## src/sv/rrsw_pkg.sv

```systemverilog
// ----------------------------------------------------------------------------
// Scheduler package
// Shared constants, command and status codes, and controller/datapath types
// for the round-robin sleep/wake scheduler.
// ----------------------------------------------------------------------------
package rrsw_pkg;

   localparam int SLOT_COUNT_DEF = 16;
   localparam int KEY_BITS_DEF   = 16;
   localparam int INPUT_KEY_BITS = 16;

   // request command codes
   localparam logic [1:0] CMD_YIELD = 2'd0;
   localparam logic [1:0] CMD_SLEEP = 2'd1;
   localparam logic [1:0] CMD_WAKE  = 2'd2;
   localparam logic [1:0] CMD_ADMIT = 2'd3;

   // response status codes
   localparam logic [1:0] STAT_OK         = 2'd0;
   localparam logic [1:0] STAT_FULL       = 2'd1;
   localparam logic [1:0] STAT_IDLE_SLEEP = 2'd2;

   typedef enum logic [2:0] {
      ST_IDLE,
      ST_DECODE,
      ST_POP_YIELD,
      ST_POP_SLEEP,
      ST_WAKE_READ,
      ST_WAKE_ACT,
      ST_ADMIT_SCAN,
      ST_FINISH
   } ctrl_state_type;

   // controller to datapath
   typedef struct packed {
      logic latch_req;
      logic read_head;
      logic pop;
      logic requeue;
      logic run_idle;
      logic append_waiter;
      logic idle_sleep;
      logic wake_start;
      logic wait_read;
      logic wait_act;
      logic wake_finish;
      logic admit_start;
      logic admit_next;
      logic admit_claim;
      logic admit_fail;
      logic load_out;
   } dp_cmd_type;

   // datapath to controller
   typedef struct packed {
      logic [1:0] command;
      logic       count_zero;
      logic       cur_idle;
      logic       wake_more;
      logic       scan_end;
      logic       slot_used;
      logic       out_free;
   } dp_stat_type;

endpackage

```

## src/sv/rrsw_control.sv

```systemverilog
// ----------------------------------------------------------------------------
// Scheduler controller
// Sequences one command at a time through decode, queue pops, the wake scan
// and the admit scan, then hands the result to the output register.
// ----------------------------------------------------------------------------
module rrsw_control
   import rrsw_pkg::*;
(
   input  logic        clock,
   input  logic        reset,
   input  logic        req_valid,
   output logic        req_ready,
   input  dp_stat_type stat,
   output dp_cmd_type  cmd
);

   ctrl_state_type state_ff, state_in;

   // advance state
   always_ff @(posedge clock) begin
      if (reset) begin
         state_ff <= ST_IDLE;
      end else begin
         state_ff <= state_in;
      end
   end

   // next state
   always_comb begin
      state_in = state_ff;
      unique case (state_ff)
         ST_IDLE: begin
            if (req_valid) state_in = ST_DECODE;
         end
         ST_DECODE: begin
            unique case (stat.command)
               CMD_YIELD: state_in = stat.count_zero ? ST_FINISH : ST_POP_YIELD;
               CMD_SLEEP: begin
                  if (stat.cur_idle || stat.count_zero) state_in = ST_FINISH;
                  else state_in = ST_POP_SLEEP;
               end
               CMD_WAKE:  state_in = ST_WAKE_READ;
               CMD_ADMIT: state_in = ST_ADMIT_SCAN;
               default:   state_in = ST_FINISH;
            endcase
         end
         ST_POP_YIELD,
         ST_POP_SLEEP: state_in = ST_FINISH;
         ST_WAKE_READ: state_in = stat.wake_more ? ST_WAKE_ACT : ST_FINISH;
         ST_WAKE_ACT:  state_in = ST_WAKE_READ;
         ST_ADMIT_SCAN: begin
            if (stat.scan_end || !stat.slot_used) state_in = ST_FINISH;
         end
         ST_FINISH: begin
            if (stat.out_free) state_in = ST_IDLE;
         end
         default: state_in = ST_IDLE;
      endcase
   end

   // drive datapath commands
   always_comb begin
      cmd       = '0;
      req_ready = 1'b0;
      unique case (state_ff)
         ST_IDLE: begin
            req_ready     = 1'b1;
            cmd.latch_req = req_valid;
         end
         ST_DECODE: begin
            unique case (stat.command)
               CMD_YIELD: cmd.read_head = !stat.count_zero;
               CMD_SLEEP: begin
                  if (stat.cur_idle) begin
                     cmd.idle_sleep = 1'b1;
                  end else begin
                     cmd.append_waiter = 1'b1;
                     cmd.read_head     = !stat.count_zero;
                     cmd.run_idle      = stat.count_zero;
                  end
               end
               CMD_WAKE:  cmd.wake_start  = 1'b1;
               CMD_ADMIT: cmd.admit_start = 1'b1;
               default:   cmd.wake_start  = 1'b0;
            endcase
         end
         ST_POP_YIELD: begin
            cmd.pop     = 1'b1;
            cmd.requeue = 1'b1;
         end
         ST_POP_SLEEP: cmd.pop = 1'b1;
         ST_WAKE_READ: begin
            cmd.wait_read   = stat.wake_more;
            cmd.wake_finish = !stat.wake_more;
         end
         ST_WAKE_ACT: cmd.wait_act = 1'b1;
         ST_ADMIT_SCAN: begin
            if (stat.scan_end) cmd.admit_fail = 1'b1;
            else if (!stat.slot_used) cmd.admit_claim = 1'b1;
            else cmd.admit_next = 1'b1;
         end
         ST_FINISH: cmd.load_out = stat.out_free;
         default: cmd = '0;
      endcase
   end

endmodule

```

## src/sv/rrsw_datapath.sv

```systemverilog
// ----------------------------------------------------------------------------
// Scheduler datapath
// Holds the running slot, slot-use flags, the ready FIFO memory, the ordered
// wait-list memory, scan counters and the response register.
// ----------------------------------------------------------------------------
module rrsw_datapath
   import rrsw_pkg::*;
#(
   parameter int SLOT_COUNT = SLOT_COUNT_DEF,
   parameter int KEY_BITS   = KEY_BITS_DEF
) (
   input  logic                      clock,
   input  logic                      reset,
   input  logic [1:0]                req_command,
   input  logic [INPUT_KEY_BITS-1:0] req_wait_key,
   input  logic                      rsp_ready,
   output logic                      rsp_valid,
   output logic [3:0]                rsp_running_slot,
   output logic                      rsp_switched,
   output logic [3:0]                rsp_new_slot,
   output logic [4:0]                rsp_woken_count,
   output logic [1:0]                rsp_status,
   input  dp_cmd_type                cmd,
   output dp_stat_type               stat
);

   localparam int SW = $clog2(SLOT_COUNT);
   localparam int CW = SW + 1;
   localparam int KW = (KEY_BITS < INPUT_KEY_BITS) ? KEY_BITS : INPUT_KEY_BITS;
   localparam logic [CW-1:0] SLOTS = CW'(SLOT_COUNT);

   // memories
   logic [SW-1:0] fifo_mem  [SLOT_COUNT];
   logic [SW-1:0] wslot_mem [SLOT_COUNT];
   logic [KW-1:0] wkey_mem  [SLOT_COUNT];

   logic [SW-1:0]         cur_ff, before_ff, head_ff, fifo_rd_ff, wslot_rd_ff;
   logic [KW-1:0]         wkey_rd_ff, key_ff;
   logic [CW-1:0]         count_ff, wcount_ff, i_ff, j_ff, woken_ff;
   logic [1:0]            command_ff, status_ff;
   logic [SW-1:0]         new_slot_ff;
   logic [SLOT_COUNT-1:0] used_ff;
   logic                  rsp_valid_ff;
   logic [3:0]            out_slot_ff, out_new_ff;
   logic                  out_sw_ff;
   logic [4:0]            out_woken_ff;
   logic [1:0]            out_status_ff;

   logic [CW-1:0] tail_sum;
   logic [SW-1:0] tail, head_next;
   logic          fifo_we;
   logic [SW-1:0] fifo_wdata;
   logic          key_match, can_push;

   // compute tail slot and head wrap
   always_comb begin
      tail_sum  = CW'(head_ff) + count_ff;
      tail      = (tail_sum >= SLOTS) ? SW'(tail_sum - SLOTS) : SW'(tail_sum);
      head_next = (CW'(head_ff) == SLOTS - 1'b1) ? '0 : head_ff + 1'b1;
      key_match = (wkey_rd_ff == key_ff);
      can_push  = (count_ff < SLOTS);
   end

   // select the FIFO write source
   always_comb begin
      fifo_we    = 1'b0;
      fifo_wdata = cur_ff;
      if (cmd.pop && cmd.requeue && cur_ff != '0) begin
         fifo_we = 1'b1;
      end else if (cmd.wait_act && key_match && can_push) begin
         fifo_we    = 1'b1;
         fifo_wdata = wslot_rd_ff;
      end else if (cmd.admit_claim && can_push) begin
         fifo_we    = 1'b1;
         fifo_wdata = i_ff[SW-1:0];
      end
   end

   // ready FIFO memory
   always_ff @(posedge clock) begin
      if (fifo_we) fifo_mem[tail] <= fifo_wdata;
      if (cmd.read_head) fifo_rd_ff <= fifo_mem[head_ff];
   end

   // wait-list memory: append or compact on write, scan on read
   always_ff @(posedge clock) begin
      if (cmd.append_waiter && wcount_ff < SLOTS) begin
         wslot_mem[wcount_ff[SW-1:0]] <= cur_ff;
         wkey_mem[wcount_ff[SW-1:0]]  <= key_ff;
      end else if (cmd.wait_act && !key_match) begin
         wslot_mem[j_ff[SW-1:0]] <= wslot_rd_ff;
         wkey_mem[j_ff[SW-1:0]]  <= wkey_rd_ff;
      end
      if (cmd.wait_read) begin
         wslot_rd_ff <= wslot_mem[i_ff[SW-1:0]];
         wkey_rd_ff  <= wkey_mem[i_ff[SW-1:0]];
      end
   end

   // request latch and per-item results
   always_ff @(posedge clock) begin
      if (cmd.latch_req) begin
         command_ff  <= req_command;
         key_ff      <= req_wait_key[KW-1:0];
         before_ff   <= cur_ff;
         new_slot_ff <= '0;
         woken_ff    <= '0;
         status_ff   <= STAT_OK;
      end
      if (cmd.idle_sleep) status_ff <= STAT_IDLE_SLEEP;
      if (cmd.admit_fail) status_ff <= STAT_FULL;
      if (cmd.admit_claim) new_slot_ff <= i_ff[SW-1:0];
      if (cmd.wait_act && key_match) woken_ff <= woken_ff + 1'b1;
   end

   // scheduler control state
   always_ff @(posedge clock) begin
      if (reset) begin
         cur_ff    <= '0;
         head_ff   <= '0;
         count_ff  <= '0;
         wcount_ff <= '0;
         used_ff   <= SLOT_COUNT'(1);
         i_ff      <= '0;
         j_ff      <= '0;
      end else begin
         // pop the ready head, requeue the running task on yield unless it is idle
         if (cmd.pop) begin
            cur_ff  <= fifo_rd_ff;
            head_ff <= head_next;
            if (!(cmd.requeue && cur_ff != '0)) count_ff <= count_ff - 1'b1;
         end
         if (cmd.run_idle) cur_ff <= '0;
         if (cmd.append_waiter && wcount_ff < SLOTS) wcount_ff <= wcount_ff + 1'b1;
         if (cmd.wake_start) begin
            i_ff <= '0;
            j_ff <= '0;
         end
         if (cmd.wait_act) begin
            i_ff <= i_ff + 1'b1;
            if (key_match) begin
               if (can_push) count_ff <= count_ff + 1'b1;
            end else begin
               j_ff <= j_ff + 1'b1;
            end
         end
         if (cmd.wake_finish) wcount_ff <= j_ff;
         if (cmd.admit_start) i_ff <= CW'(1);
         if (cmd.admit_next) i_ff <= i_ff + 1'b1;
         if (cmd.admit_claim) begin
            used_ff[i_ff[SW-1:0]] <= 1'b1;
            if (can_push) count_ff <= count_ff + 1'b1;
         end
      end
   end

   // response register
   always_ff @(posedge clock) begin
      if (reset) begin
         rsp_valid_ff <= 1'b0;
      end else if (cmd.load_out) begin
         rsp_valid_ff <= 1'b1;
      end else if (rsp_ready) begin
         rsp_valid_ff <= 1'b0;
      end
      if (cmd.load_out) begin
         out_slot_ff   <= 4'(cur_ff);
         out_sw_ff     <= (cur_ff != before_ff);
         out_new_ff    <= 4'(new_slot_ff);
         out_woken_ff  <= 5'(woken_ff);
         out_status_ff <= status_ff;
      end
   end

   assign rsp_valid        = rsp_valid_ff;
   assign rsp_running_slot = out_slot_ff;
   assign rsp_switched     = out_sw_ff;
   assign rsp_new_slot     = out_new_ff;
   assign rsp_woken_count  = out_woken_ff;
   assign rsp_status       = out_status_ff;

   // status to controller
   always_comb begin
      stat.command    = command_ff;
      stat.count_zero = (count_ff == '0);
      stat.cur_idle   = (cur_ff == '0);
      stat.wake_more  = (i_ff < wcount_ff);
      stat.scan_end   = (i_ff == SLOTS);
      stat.slot_used  = used_ff[i_ff[SW-1:0]];
      stat.out_free   = !rsp_valid_ff || rsp_ready;
   end

endmodule

```

## src/sv/round_robin_sleep_wake_scheduler_top.sv

```systemverilog
// ----------------------------------------------------------------------------
// Round-robin sleep/wake scheduler top level
// Task scheduler over a fixed slot table with a ready FIFO and wait list.
// ----------------------------------------------------------------------------
// Usage:
//   The req channel takes one command beat (yield, sleep, wake, admit) with a
//   wait key. The rsp channel returns one beat per command: the running slot,
//   a switch flag, the admitted slot, the woken count and a status code.
//   Commands are processed one at a time. Yield, and a sleep that does not
//   come from the idle slot, pop the ready head when it is not empty; in a
//   wake each wait-list entry needs a registered memory read and then a move
//   or compact step; admit scans one slot-use flag a cycle, plus one end
//   check on a full table. The controller passes through the idle state
//   before the next accept.
//   After reset slot 0 (the idle task) is running, all other slots are
//   unused and both queues are empty; no clearing pass is needed.
//   The result sits in an output register; the next command is accepted
//   while it waits, and its own result then holds until rsp_ready frees the
//   register.
// ----------------------------------------------------------------------------
module round_robin_sleep_wake_scheduler_top
   import rrsw_pkg::*;
#(
   parameter int SLOT_COUNT = SLOT_COUNT_DEF,
   parameter int KEY_BITS   = KEY_BITS_DEF
) (
   input  logic                      clock,
   input  logic                      reset,
   input  logic                      req_valid,
   output logic                      req_ready,
   input  logic [1:0]                req_command,
   input  logic [INPUT_KEY_BITS-1:0] req_wait_key,
   output logic                      rsp_valid,
   input  logic                      rsp_ready,
   output logic [3:0]                rsp_running_slot,
   output logic                      rsp_switched,
   output logic [3:0]                rsp_new_slot,
   output logic [4:0]                rsp_woken_count,
   output logic [1:0]                rsp_status
);

   dp_cmd_type  cmd;
   dp_stat_type stat;

   rrsw_control u_control (
      .clock     (clock),
      .reset     (reset),
      .req_valid (req_valid),
      .req_ready (req_ready),
      .stat      (stat),
      .cmd       (cmd)
   );

   rrsw_datapath #(
      .SLOT_COUNT (SLOT_COUNT),
      .KEY_BITS   (KEY_BITS)
   ) u_datapath (
      .clock            (clock),
      .reset            (reset),
      .req_command      (req_command),
      .req_wait_key     (req_wait_key),
      .rsp_ready        (rsp_ready),
      .rsp_valid        (rsp_valid),
      .rsp_running_slot (rsp_running_slot),
      .rsp_switched     (rsp_switched),
      .rsp_new_slot     (rsp_new_slot),
      .rsp_woken_count  (rsp_woken_count),
      .rsp_status       (rsp_status),
      .cmd              (cmd),
      .stat             (stat)
   );

endmodule

```

## config.mk

```make
export PLATFORM = sky130hd
export DESIGN_NAME = round_robin_sleep_wake_scheduler_top
export DESIGN_NICKNAME = d
export VERILOG_FILES = /design/src/sv/rrsw_pkg.sv /design/src/sv/rrsw_control.sv /design/src/sv/rrsw_datapath.sv /design/src/sv/round_robin_sleep_wake_scheduler_top.sv
export SDC_FILE = /design/constraint.sdc
export NUM_CORES = 1
export LEC_CHECK = 0
export ABC_AREA = 1
export ABC_CLOCK_PERIOD_IN_PS = 3800
export BUFFER_PORTS_ARGS = -buffer_cell sky130_fd_sc_hd__buf_2
export CORE_AREA = 4 4 295 297
export CTS_BUF_LIST = sky130_fd_sc_hd__clkbuf_4 sky130_fd_sc_hd__clkbuf_8
export DETAILED_ROUTE_END_ITERATION = 10
export DIE_AREA = 0 0 299 301
export GPL_ROUTABILITY_DRIVEN = 0
export GPL_TIMING_DRIVEN = 0
export PLACE_DENSITY_LB_ADDON = 0.15
export SLEW_MARGIN = 30
export SYNTH_ARGS = -nofsm -noshare
export SYNTH_HDL_FRONTEND = slang
export SYNTH_SLANG_ARGS = --single-unit
export TNS_END_PERCENT = 10
```

## constraint.sdc

```tcl
create_clock -name clock -period 3.8 [get_ports clock]
set_clock_uncertainty 0.15 [all_clocks]
set_input_delay 0.57 -clock clock [delete_from_list [all_inputs] [get_ports clock]]
set_output_delay 0.57 -clock clock [all_outputs]
set_load 0.03 [all_outputs]
```

# After elaboration in Yosys (flattened, before gate mapping)
# Memory sizes are Yosys's and may differ from the RTL's. A register that Yosys moved wholly into a read port is not among the register bits.
# Index checks and enable logic that the tools add are counted.
[classes]
add_sub_neg = 9
order_cmp = 6
eq_ne = 17
mux = 80
n_bitwise = 1
reduce_logical = 33
[ops]
columns = ["cell", "n"]
rows = [
  ["$mux W5", 18],
  ["$mux W4", 11],
  ["$mux W1", 33],
  ["$add A5 B1 Y5 const B", 5],
  ["$mux W3", 7],
  ["$pmux W3 S7", 1],
  ["$eq A16 B16 Y1", 1],
  ["$mux W16", 1],
  ["$or A16 B16 Y16", 1],
  ["$reduce_or A16 Y1", 1],
  ["$eq A3 B3 Y1 const B", 4],
  ["$pmux W3 S4", 1],
  ["$lt A5 B5 Y1 const B", 2],
  ["$mux W2", 5],
  ["$reduce_bool A2 Y1", 5],
  ["$logic_and A1 B1 Y1", 9],
  ["$reduce_bool A4 Y1", 2],
  ["$eq A3 B2 Y1 const B", 2],
  ["$add A4 B5 Y5", 1],
  ["$eq A5 B5 Y1 const B", 1],
  ["$ge A5 B5 Y1 const B", 1],
  ["$logic_not A1 Y1", 5],
  ["$logic_not A5 Y1", 1],
  ["$lt A4 B5 Y1 const B", 1],
  ["22 further kinds", 27],
]
[word_totals]
ff_bits = 97
ram_bits = 384
inputBits = 22
output_inout_bits = 18
word_cells = 169
mem_count = 3
[memory_table]
columns = ["memory", "depth", "word_bits", "rd", "rd_clocked_by_memory_dff", "write_ports", "line_no", "text"]
rows = [
  ["u_datapath.wkey_mem", 16, 16, 1, 1, 1, "rrsw_datapath.sv:35", "logic [KW-1:0] wkey_mem [SLOT_COUNT];"],
  ["u_datapath.fifo_mem", 16, 4, 1, 1, 1, "rrsw_datapath.sv:33", "logic [SW-1:0] fifo_mem [SLOT_COUNT];"],
  ["u_datapath.wslot_mem", 16, 4, 1, 1, 1, "rrsw_datapath.sv:34", "logic [SW-1:0] wslot_mem [SLOT_COUNT];"],
]

# Logic depth before layout (Yosys ltp)
# Gate-level depths: netlist (run 1).
[logic_depth]
word_depth = 11
depth_mapped = 14

# Hierarchy
# From an unflattened synthesis (run 1), not the netlist that was laid out.
[unflattened]
hier_cells = 1855
area_unflattened_um2 = 21064.0
[by_module_without_submodules]
columns = ["mod", "instances", "cells_each", "area_each_um2"]
rows = [
  ["rrsw_datapath", 1, 1781, 20623.5],
  ["rrsw_control", 1, 74, 440.4],
]

# Least setup slack after synthesis (run 1)
# OpenSTA, ideal clock, no wires.
[synth_timing]
path_type = "flip-flop to flip-flop"
from = "register u_datapath.wcount_ff[2]"
to = "register u_datapath.wkey_rd_ff[0] (read register of u_datapath.wkey_mem) (enable)"
setup_time_ps = 448
arrival_time_ps = 2969
required_time_ps = 3202
setup_slack_ps = 233
stages_incl_launch_ff = 6
period_less_slack_ps = 3567
path_cell_list = "dfxtp_1 > inv_1 > ha_1 > a21oi_1 > o221ai_1 > nor4_1"
[synth_rtl]
columns = ["item", "line_no", "text"]
rows = [
  ["start, declared", "rrsw_datapath.sv:39", "logic [CW-1:0] count_ff, wcount_ff, i_ff, j_ff, woken_ff;"],
  ["start signal, assigned", "rrsw_datapath.sv:134", "if (cmd.append_waiter && wcount_ff < SLOTS) wcount_ff <= wcount_ff + 1'b1;"],
  ["start signal, assigned", "rrsw_datapath.sv:147", "if (cmd.wake_finish) wcount_ff <= j_ff;"],
  ["end, declared", "rrsw_datapath.sv:38", "logic [KW-1:0] wkey_rd_ff, key_ff;"],
]

# Final worst setup path (run 1)
[layout_timing]
from = "register u_datapath.i_ff[0]"
to = "memory u_datapath.fifo_mem[2][3] (netlist bit), data pin"
[layout_between]
elab_chain_cells = 9
[layout_lines]
columns = ["item", "line_no", "text"]
rows = [
  ["start, declared", "rrsw_datapath.sv:39", ""],
  ["start signal, assigned", "rrsw_datapath.sv:140", "i_ff <= i_ff + 1'b1;"],
  ["start signal, assigned", "rrsw_datapath.sv:149", "if (cmd.admit_next) i_ff <= i_ff + 1'b1;"],
  ["$bmux W1 S4", "rrsw_datapath.sv:189", "stat.slot_used = used_ff[i_ff[SW-1:0]];"],
  ["$mux W1 (implied by the code)", "rrsw_datapath.sv:189", ""],
  ["$mux W1", "rrsw_control.sv:99", "else if (!stat.slot_used) cmd.admit_claim = 1'b1;"],
  ["$mux W2 *", "rrsw_control.sv:98", "if (stat.scan_end) cmd.admit_fail = 1'b1;"],
  ["$mux W3 *", "rrsw_control.sv:65", "unique case (state_ff)"],
  ["$logic_and A1 B1 Y1 *", "rrsw_datapath.sv:73", "end else if (cmd.admit_claim && can_push) begin"],
  ["$mux W4 *", "rrsw_datapath.sv:73", ""],
  ["$mux W4 *", "rrsw_datapath.sv:70", "end else if (cmd.wait_act && key_match && can_push) begin"],
  ["$mux W4 *", "rrsw_datapath.sv:68", "if (cmd.pop && cmd.requeue && cur_ff != '0) begin"],
  ["via u_datapath.fifo_wdata[3]", "rrsw_datapath.sv:52", "logic [SW-1:0] fifo_wdata;"],
  ["end, declared", "rrsw_datapath.sv:33", ""],
]
# The timed path passes the listed nets; every way through them passes the cells marked *. The select of a mux whose other input is x is not followed.

==> out/metrics.cfg, run 1 <==
[routing]
drt_first_pass_iters = 5
postRouteAntennaNets = 0
num_vias = 14400
vias_per_cell = 4.46
wirelength_um = 63000
remaining_drc_errors = 0
drtIter0Drc = 957
wl_per_cell_um = 19.5

[synth]
synth_seq_cells = 505
ys_seq_area_frac = 0.698
yosys_warnings = 0
syn_area_um2 = 21000
yosysUniqueCellTypes = 43
synthCells = 1844
avgSynthCellArea_um2 = 11.4
syn-num-nets = 1884
netlist.area_leader.share = 0.651
yosys.area.top_type = edfxtp_1
synth_area_leaders = edfxtp_1 65%, nand2_1 5.5%, o21ai_0 4.8%, nor2_1 4.8%, dfxtp_1 4.8%

[placed_design]
dp.final_hpwl_um = 43300
io_buffers = 39
place_area_um2 = 23400

[setup_path]
r2r_slack_ns = 0.24
rr_endpoint = u_datapath.fifo_mem[2][3]
critPathCaptureType = flop
worst-r2r-cell-count = 12
cp.arrival_ns = 3.62
timing.rr.start = u_datapath.i_ff[0]
worstPathRequired_ns = 3.86
start_kind = flop
critPathKind = reg2reg
cp_max_fo = 20

[finish]
final_cell_mix = 455 x edfxtp_1, 308 x nand2_1, 253 x nor2_1, 191 x o21ai_0, 114 x inv_1
fin_nets = 2065
fin_area_um2 = 25300
finalCoreUtilization = 0.300
drive_above_1_share = 0.149
layout_commonest_cell = edfxtp_1
area_delta_synth_final_pct = 20.7

[floorplanning]
die_h_um = 301
ioPinCount = 40
dieWidth_um = 299
start_util = 0.248
rows = 107
dieArea_um2 = 90000
core_area_um2 = 84600

[worst_hold_path]
min_to = u_datapath.rsp_valid
min_path_type = in2reg
worstHoldPathCells = 3
min_from = rsp_ready

[timing]
period_minus_slack_ns = 3.56
slew_violations = 0
max_freq_mhz = 281
finalHoldViolCount = 0
relSlewSlack = 0.349
fin_crit_sh = 0.937
rsz0062_at_grt = false
tightestPinTransition_ns = 0.977
setup_violations = 0
whs_ns = 0.144

[pwr]
powerDensity_nw_per_um2 = 635
power_uw = 16100
p_leak_uw = 0.00895
ir_worst_vdd_mv = 0.257

[global_route]
grt_pass1_wl_um = 93700
grt_pass1_vias = 14400
grt_usage = 0.139
grt_max_degree = 25
antenna_found_initial = 2
grt_overflow = 0

[clock_tree]
cts_tree = built
clkTransAtPathRegs_ns = 0.06
htreeDepth = 3
clk_path_buf_depth = 3
cts_buffers = 91
clock_latency_ns = 0.69
cts_root_buf = clkbuf_8
cts_resized = 0
cts_sinks = 505

[flow_run]
drv_cap = 0

[status]
status = complete, no violations

[cell families after synthesis]
family / after synthesis / share of synthesized area
AND/OR/NAND/NOR: 696 / 0.136
flip-flops: 505 / 0.698
AO/OA/AOI/OAI: 368 / 0.0981
buffers and inverters: 226 / 0.0430
XOR/XNOR: 25 / 0.0104
adder cells (fa/ha/maj): 18 / 0.0111
multiplexers: 6 / 0.00286
[through the flow]
| step | TNS (ns) | worst slack (ns) | cells |
|---|---|---|---|
| final | 0 | 0.239 | 3236 |
| after global routing | 0 | 0.0219 | 3236 |
| after CTS | 0 | 0.173 | 3235 |
| after detailed placement | -37.51 | -0.649 | 3061 |
| after global placement | -272.56 | -1.93 | 3027 |
| after floorplan | 0 | 0.233 | 1844 |
[synth_stat cells, drive strengths merged]
cell    number
a21oi       47
a31o         1
buf         26
clkbuf      66
clkinv       1
dfxtp       50
edfxtp     455
fa           1
ha          17
inv        133
mux2i        6
nand2      312
nand3       59
nand3b       1
nand4       33
nor2       280
nor3         8
nor4         2
o211ai       8
o21a         1
o21ai      213
o21bai       1
o221ai       7
o22ai       80
o32ai       10
or2          1
xnor2        9
xor2        16
[registers in the layout (all words and copies together), names as in the netlist, 5 cells and up]
register and cells:
u_datapath.wkey_mem 256, u_datapath.fifo_mem 64, u_datapath.wslot_mem 64, u_datapath.key_ff 16, u_datapath.used_ff 16, u_datapath.wkey_rd_ff 16, u_datapath.count_ff 5, u_datapath.i_ff 5
u_datapath.j_ff 5, u_datapath.rsp_woken_count 5, u_datapath.wcount_ff 5, u_datapath.woken_ff 5
[final cells by class]
cell class                      count  area [um^2]
Clock buffer                      124         1520
Inverter                          134          510
Antenna cell                        1         2.50
Clock inverter                     35          235
Tap cell                         1144         1430
Sequential cell                   505        14700
Fill cell                        8708        59300
Timing Repair Buffer               91          968
Multi-Input combinational cell   1113         5630
Buffer                             89          382
[worst max-delay path by stage]
stage / startpoint / endpoint / slack, ns / cells after the start
after floorplan: u_datapath.wcount_ff[2] / u_datapath.wkey_rd_ff[0] / 0.23 / 5
after global placement: u_datapath.wcount_ff[2] / u_datapath.wkey_rd_ff[11] / -1.93 / 5
after detailed placement: u_datapath.i_ff[1] / u_datapath.fifo_mem[4][0] / -0.65 / 13
after CTS: u_datapath.i_ff[0] / u_datapath.fifo_mem[2][0] / 0.17 / 12
after global routing: u_datapath.i_ff[0] / u_datapath.fifo_mem[2][3] / 0.02 / 12
final: u_datapath.i_ff[0] / u_datapath.fifo_mem[2][3] / 0.24 / 12
[where the power goes]
part / leakage [uW] / internal [uW] / switching (uW)
combinational: 0.00348 / 1090 / 2990
clock: 0.000931 / 2720 / 2300
sequential: 0.00454 / 6800 / 193
[metal layers]
layer / wire length, um / GRT usage
met3: 2800 / 0.0236
met2: 28500 / 0.220
met4: 1520 / 0.0421
met1: 30200 / 0.194
met5: 0 / 0
[repair_timing]
action / CTS / global route
setup endpoints to repair: 128 / 0
hold endpoints to repair: 18 / 0
setup buffers: 0 / 0
hold buffers: 18 / 0
[critical path, cell delays in order, from the launching register on]
cell and delay (ns):
dfxtp_1 0.33, buf_4 0.22, inv_6 0.14, buf_2 0.47, ha_1 0.42, nand3_1 0.17
nand2_1 0.16, inv_2 0.10, nand3_4 0.14, buf_6 0.16, nand2_1 0.07, o211ai_2 0.06
nand2_1 0.47
No activity file was read; power rests on OpenSTA's default activity.
==> run 2: changes to the inputs <==
--- a/config.mk
+++ b/config.mk
@@ -13,8 +13,6 @@
 export DETAILED_ROUTE_END_ITERATION = 10
 export DIE_AREA = 0 0 299 301
 export GPL_ROUTABILITY_DRIVEN = 0
-export GPL_TIMING_DRIVEN = 0
-export PLACE_DENSITY_LB_ADDON = 0.15
 export SLEW_MARGIN = 30
 export SYNTH_ARGS = -nofsm -noshare
 export SYNTH_HDL_FRONTEND = slang
==> run 2 against run 1 <==
Net effect:
- register-to-register slack better by 0.46 ns
- worst setup slack better by 0.46 ns
- cell count is 2.3% lower
- power is 6.2% lower
- largest cell class unchanged
- highest routed layer is now met5
- die area stayed put
- flip-flop and latch count stayed put
- critical path depth is 1 lower
- sequential share of layout area is 1.8 points higher
- non-clock buffer count is 68 lower
==> out/metrics.cfg, run 2 (same netlist as run 1, synthesis figures left out) <==
[timing]
max_freq_mhz = 323  ; was 281 MHz
finalHoldViolCount = 0  ; unchanged
fin_crit_sh = 0.816  ; was 0.937
rsz0062_at_grt = false  ; unchanged
slew_violations = 0  ; unchanged
fin_ws_ns = 0.701  ; was 0.239 ns
whs_ns = 0.0300  ; was 0.144 ns
period_minus_slack_ns = 3.10  ; was 3.56 ns
final.setup.tns_ns = 0  ; unchanged
relSlewSlack = 0.391  ; was 0.349
setup_violations = 0  ; unchanged
tightestPinTransition_ns = 0.913  ; was 0.977 ns

[setup_path]
timing.rr.start = u_datapath.key_ff[4]  ; was u_datapath.i_ff[0]
worstPathRequired_ns = 3.94  ; was 3.86 ns
critPathCaptureType = flop  ; unchanged
worst-r2r-cell-count = 11  ; was 12
cp.arrival_ns = 3.24  ; was 3.62 ns
start_kind = flop  ; unchanged
critPathKind = reg2reg  ; unchanged
rr_endpoint = u_datapath.wkey_mem[8][12]  ; was u_datapath.fifo_mem[2][3]
r2r_slack_ns = 0.70  ; was 0.24 ns
cp_max_fo = 30  ; was 20

[global_route]
busiest_layer = met2  ; unchanged
grt_use_met1 = 0.153  ; was 0.194
grt_pass1_vias = 13600  ; was 14400
grt_use_met2 = 0.184  ; was 0.220
grt_overflow = 0  ; unchanged
grt_use_met3 = 0.0252  ; was 0.0236
antenna_found_initial = 6  ; was 2
grt_pass1_wl_um = 80500  ; was 93700 um
grt_usage = 0.115  ; was 0.139
grt_max_degree = 85  ; was 25

[floorplanning]
start_util = 0.248  ; unchanged
ioPinCount = 40  ; unchanged
dieWidth_um = 299  ; unchanged
rows = 107  ; unchanged
die_h_um = 301  ; unchanged
core_area_um2 = 84600  ; unchanged
dieArea_um2 = 90000  ; unchanged

[finish]
drive_above_1_share = 0.147  ; was 0.149
finalCoreUtilization = 0.291  ; was 0.300
layout_commonest_cell = edfxtp_1  ; unchanged
fin_nets = 1988  ; was 2065
fill_cells = 8787  ; was 8708
area_delta_synth_final_pct = 17.1  ; was 20.7%
final_cell_mix = 455 x edfxtp_1, 308 x nand2_1, 253 x nor2_1, 203 x o21ai_0, 114 x inv_1  ; was 455 x edfxtp_1, 308 x nand2_1, 253 x nor2_1, 191 x o21ai_0, 114 x inv_1
largest_reg_flops = 256  ; unchanged

[worst_hold_path]
worstHoldPathCells = 1  ; was 3
min_to = u_datapath.key_ff[2]  ; was u_datapath.rsp_valid
min_from = req_wait_key[2]  ; was rsp_ready
min_path_type = in2reg  ; unchanged

[routing]
postRouteAntennaNets = 0  ; unchanged
remaining_drc_errors = 0  ; unchanged
drt_first_pass_iters = 6  ; was 5
vias_per_cell = 4.46  ; about the same
wirelength_um = 52800  ; was 63000 um
drtIter0Drc = 1191  ; was 957
num_vias = 14100  ; was 14400
wl_per_cell_um = 16.7  ; was 19.5 um

[pwr]
powerDensity_nw_per_um2 = 614  ; was 635 nW/um^2
p_clk_frac = 0.309  ; was 0.312
ir_worst_vdd_mv = 0.289  ; was 0.257 mV
combPwrFrac = 0.227  ; was 0.254
p_sw_uw = 4880  ; was 5490 uW
intPower_uw = 10200  ; was 10600 uW
p_leak_uw = 0.00869  ; was 0.00895 uW
switching_share = 0.323  ; was 0.341
seq_power_share = 0.464  ; was 0.434

[clock_tree]
cts_sinks = 505  ; unchanged
clk_path_buf_depth = 3  ; unchanged
cts_root_buf = clkbuf_8  ; unchanged
clock_latency_ns = 0.67  ; was 0.69 ns
cts_tree = built  ; unchanged
cts_buffers = 82  ; was 91
htreeDepth = 3  ; unchanged
cts_resized = 0  ; unchanged
post_cts_buffers = 0  ; unchanged
clkTransAtPathRegs_ns = 0.06  ; about the same

[placed_design]
dp.final_hpwl_um = 31300  ; was 43300 um
pre_cts_slack_ns = 0.564  ; was -0.649 ns
io_buffers = 39  ; unchanged

[status]
status = complete, no violations  ; unchanged

[flow_run]
drv_cap = 0  ; unchanged

## run 2: critical path, stage by stage, from the launching register on
cell      delay, ns
edfxtp_1       0.40
xor2_1         0.18
nor2_1         0.10
nand2_1        0.09
nor2_2         0.17
nand2_2        0.13
nand2_2        0.45
nand2_1        0.09
o21ai_1        0.13
nand3_1        0.25
nor2_2         0.14
buf_4          0.42
## run 2: per-layer routing
layer | vias to the layer above | routed length (um)
li1 | 6724 | -
met1 | 6841 | 23200
met2 | 417 | 24600
met3 | 98 | 3500
met4 | 6 | 1500
met5 | - | 41
## run 2: worst max-delay path by stage
| stage | startpoint | endpoint | slack (ns) | cells after the start |
|---|---|---|---|---|
| finish | u_datapath.key_ff[4] | u_datapath.wkey_mem[8][12] | 0.70 | 11 |
| detailed placement | u_datapath.key_ff[4] | u_datapath.wslot_mem[9][0] | 0.56 | 8 |
| CTS | u_datapath.key_ff[4] | u_datapath.wslot_mem[6][0] | 0.54 | 8 |
| global route | u_datapath.key_ff[4] | u_datapath.wkey_mem[7][12] | 0.51 | 11 |
| floorplan | u_datapath.wcount_ff[2] | u_datapath.wkey_rd_ff[0] | 0.23 | 5 |
| global placement | u_datapath.key_ff[4] | u_datapath.wslot_mem[10][0] | 0.71 | 8 |
## run 2: area by class of cell
class                      instances  area [um^2]  share of cell area
sequential                       505        14700               0.596
multi-input combinational       1113         5510               0.224
tap                             1144         1430              0.0582
clock buffer                     109         1340              0.0544
timing repair buffer             112          848              0.0345
inverter                         134          510              0.0208
clock inverter                    41          282              0.0114
antenna                            3         7.51            0.000305
## run 2: power by group through the flow
stage	sequential, uW	combinational [uW]	clock (uW)
final	7020	3420	4660
after global routing	7050	3850	5030
after CTS	7020	3440	4780
after detailed placement	7130	3410	0
after global placement	7120	3390	0
after floorplan	7060	2380	0
## run 2: stage by stage
step	std cells	total power [uW]	cell area, um^2
floorplan	1844	9440	21000
global placement	2991	10500	22800
detailed placement	2991	10500	22800
CTS	3158	15200	24600
global route	3159	15900	24600
finish	3161	15100	24600
## run 2: timing repair
| action | CTS | global route |
|---|---|---|
| endpoints found under the setup margin | 0 | 0 |
| hold buffers | 17 | 0 |
| endpoints found under the hold margin | 17 | 0 |
==> run 3: changes to the inputs <==
--- a/config.mk
+++ b/config.mk
@@ -6,7 +6,7 @@
 export NUM_CORES = 1
 export LEC_CHECK = 0
 export ABC_AREA = 1
-export ABC_CLOCK_PERIOD_IN_PS = 3800
+export ABC_CLOCK_PERIOD_IN_PS = 3210
 export BUFFER_PORTS_ARGS = -buffer_cell sky130_fd_sc_hd__buf_2
 export CORE_AREA = 4 4 295 297
 export CTS_BUF_LIST = sky130_fd_sc_hd__clkbuf_4 sky130_fd_sc_hd__clkbuf_8
==> constraint.sdc (replaced) <==
create_clock -name clock -period 3.21 [get_ports clock]
set_clock_uncertainty 0.15 [all_clocks]
set_input_delay 0.4815 -clock clock [delete_from_list [all_inputs] [get_ports clock]]
set_output_delay 0.4815 -clock clock [all_outputs]
set_load 0.03 [all_outputs]
==> run 3 against run 2 <==
Net effect:
- non-clock buffer count rose by 20
- clock-buffer cell count grew 2
- critical path depth is the same
==> out/metrics.cfg, run 3 (same netlist as run 1, synthesis figures left out) <==
[pwr]
ir_worst_vdd_mv = 0.331  ; was 0.289 mV
powerDensity_nw_per_um2 = 746  ; was 614 nW/um^2
power_uw = 18700  ; was 15100 uW
p_leak_uw = 0.00892  ; was 0.00869 uW

[floorplanning]
rows = 107  ; unchanged
dieArea_um2 = 90000  ; unchanged
start_util = 0.248  ; unchanged
dieWidth_um = 299  ; unchanged
die_h_um = 301  ; unchanged
ioPinCount = 40  ; unchanged
core_area_um2 = 84600  ; unchanged

[timing]
whs_ns = 0.139  ; was 0.0300 ns
max_freq_mhz = 346  ; was 323 MHz
rsz0062_at_grt = false  ; unchanged
tightestPinTransition_ns = 0.934  ; was 0.913 ns
final.setup.tns_ns = 0  ; unchanged
relSlewSlack = 0.378  ; was 0.391
period_minus_slack_ns = 2.89  ; was 3.10 ns
fin_crit_sh = 0.902  ; was 0.816
finalHoldViolCount = 0  ; unchanged
fin_ws_ns = 0.316  ; was 0.701 ns
slew_violations = 0  ; unchanged
setup_violations = 0  ; unchanged

[setup_path]
critical_path.cell_chain = xor2_1 -> nor2_1 -> nand2_1 -> nor2_2 -> nand2_2 -> nand2_2 -> nand2_1 -> o21ai_1 -> nand3_1 -> nor2_2 -> buf_4  ; unchanged
worstPathRequired_ns = 3.37  ; was 3.94 ns
max_stage_delay_ns = 0.40  ; was 0.45 ns
critPathCaptureType = flop  ; unchanged
start_kind = flop  ; unchanged
crit_slowest_cell = edfxtp_1  ; was nand2_2
critPathKind = reg2reg  ; unchanged
cp_max_fo = 20  ; was 30
cp.arrival_ns = 3.05  ; was 3.24 ns

[status]
status = complete, no violations  ; unchanged

[finish]
fill_cells = 8720  ; was 8787
final_cell_mix = 455 x edfxtp_1, 308 x nand2_1, 253 x nor2_1, 203 x o21ai_0, 114 x inv_1  ; unchanged
fin_nets = 2011  ; was 1988
largest_reg_flops = 256  ; unchanged
area_delta_synth_final_pct = 19.2  ; was 17.1%
multi_input_area_um2 = 5510  ; about the same
fin_area_um2 = 25000  ; was 24600 um^2
drive_above_1_share = 0.154  ; was 0.147
final-seq-area_um2 = 14700  ; unchanged
layout_commonest_cell = edfxtp_1  ; unchanged

[global_route]
grt_pass1_wl_um = 79900  ; was 80500 um
grt_pass1_vias = 13600  ; about the same
grt_usage = 0.113  ; was 0.115
antenna_found_initial = 4  ; was 6
grt_max_degree = 146  ; was 85
grt_overflow = 0  ; unchanged

[flow_run]
drv_cap = 0  ; unchanged

[clock_tree]
htreeDepth = 3  ; unchanged
cts_tree = built  ; unchanged
cts_buffers = 85  ; was 82
cts_sinks = 505  ; unchanged
clock_latency_ns = 0.68  ; was 0.67 ns
clk_path_buf_depth = 3  ; unchanged
cts_resized = 0  ; unchanged
cts_root_buf = clkbuf_8  ; unchanged
clkTransAtPathRegs_ns = 0.06  ; about the same

[routing]
drt_first_pass_iters = 5  ; was 6
postRouteAntennaNets = 0  ; unchanged
vias_per_cell = 4.39  ; was 4.46
wirelength_um = 51700  ; was 52800 um
drtIter0Drc = 1211  ; was 1191
remaining_drc_errors = 0  ; unchanged
num_vias = 14000  ; was 14100
wl_per_cell_um = 16.2  ; was 16.7 um

[placed_design]
pre_cts_slack_ns = 0.312  ; was 0.564 ns
io_buffers = 39  ; unchanged
place_area_um2 = 22900  ; was 22800 um^2
dp.final_hpwl_um = 30400  ; was 31300 um

[worst_hold_path]
min_path_type = in2reg  ; unchanged

-- run 3: power by group --
group          total, uW  internal (uW)  switching (uW)  leakage, uW
clock               6300           3630            2670     0.000974
combinational       4110           1200            2910      0.00340
sequential          8260           8040             219      0.00454
-- run 3: worst max-delay path, delay by kind of cell (launching register included) --
kind	cells	cell delay, ns
AOI/OAI and AO/OA	1	0.12
buffers and inverters	1	0.30
DFF	1	0.40
and+or+nand+nor	8	1.36
xor gates and xnor gates	1	0.18
-- run 3: what timing repair did --
item,4_1_cts,5_1_grt
endpoints found under the setup margin,0,0
setup buffers,0,0
hold buffers,19,0
hold endpoints to repair,19,0
-- run 3: final timing paths --
path	from	end	slack [ns]	cells after the start
max	u_datapath.wkey_rd_ff[14]	u_datapath.wslot_mem[9][2]	0.32	11
min	req_valid	u_datapath.command_ff[0]	0.14	3
max reg2reg	u_datapath.wkey_rd_ff[14]	u_datapath.wslot_mem[9][2]	0.32	11
min reg2reg	u_datapath.new_slot_ff[2]	u_datapath.rsp_new_slot[2]	0.28	0
-- run 3: cell type report --
type                    count  share of cell area
flip-flops and latches    505               0.586
multi-input cells        1113               0.220
well taps                1144              0.0572
clock buffers             111              0.0563
repair buffers            132              0.0401
inverters                 134              0.0204
clock inverters            46              0.0189
diodes                      4            0.000400
-- run 3: metal layers --
layer,vias up,GRT usage,part of all wire
met5,-,0,0
met4,0,0.0346,0.021
met3,81,0.0247,0.061
met2,392,0.181,0.46
met1,6763,0.154,0.46
li1,6770,-,-
-- run 3: through the flow --
stage,utilization,std cells
floorplan,-,1844
global placement,0.271,3009
detailed placement,0.271,3009
CTS,0.295,3185
global route,0.296,3187
finish,0.296,3189
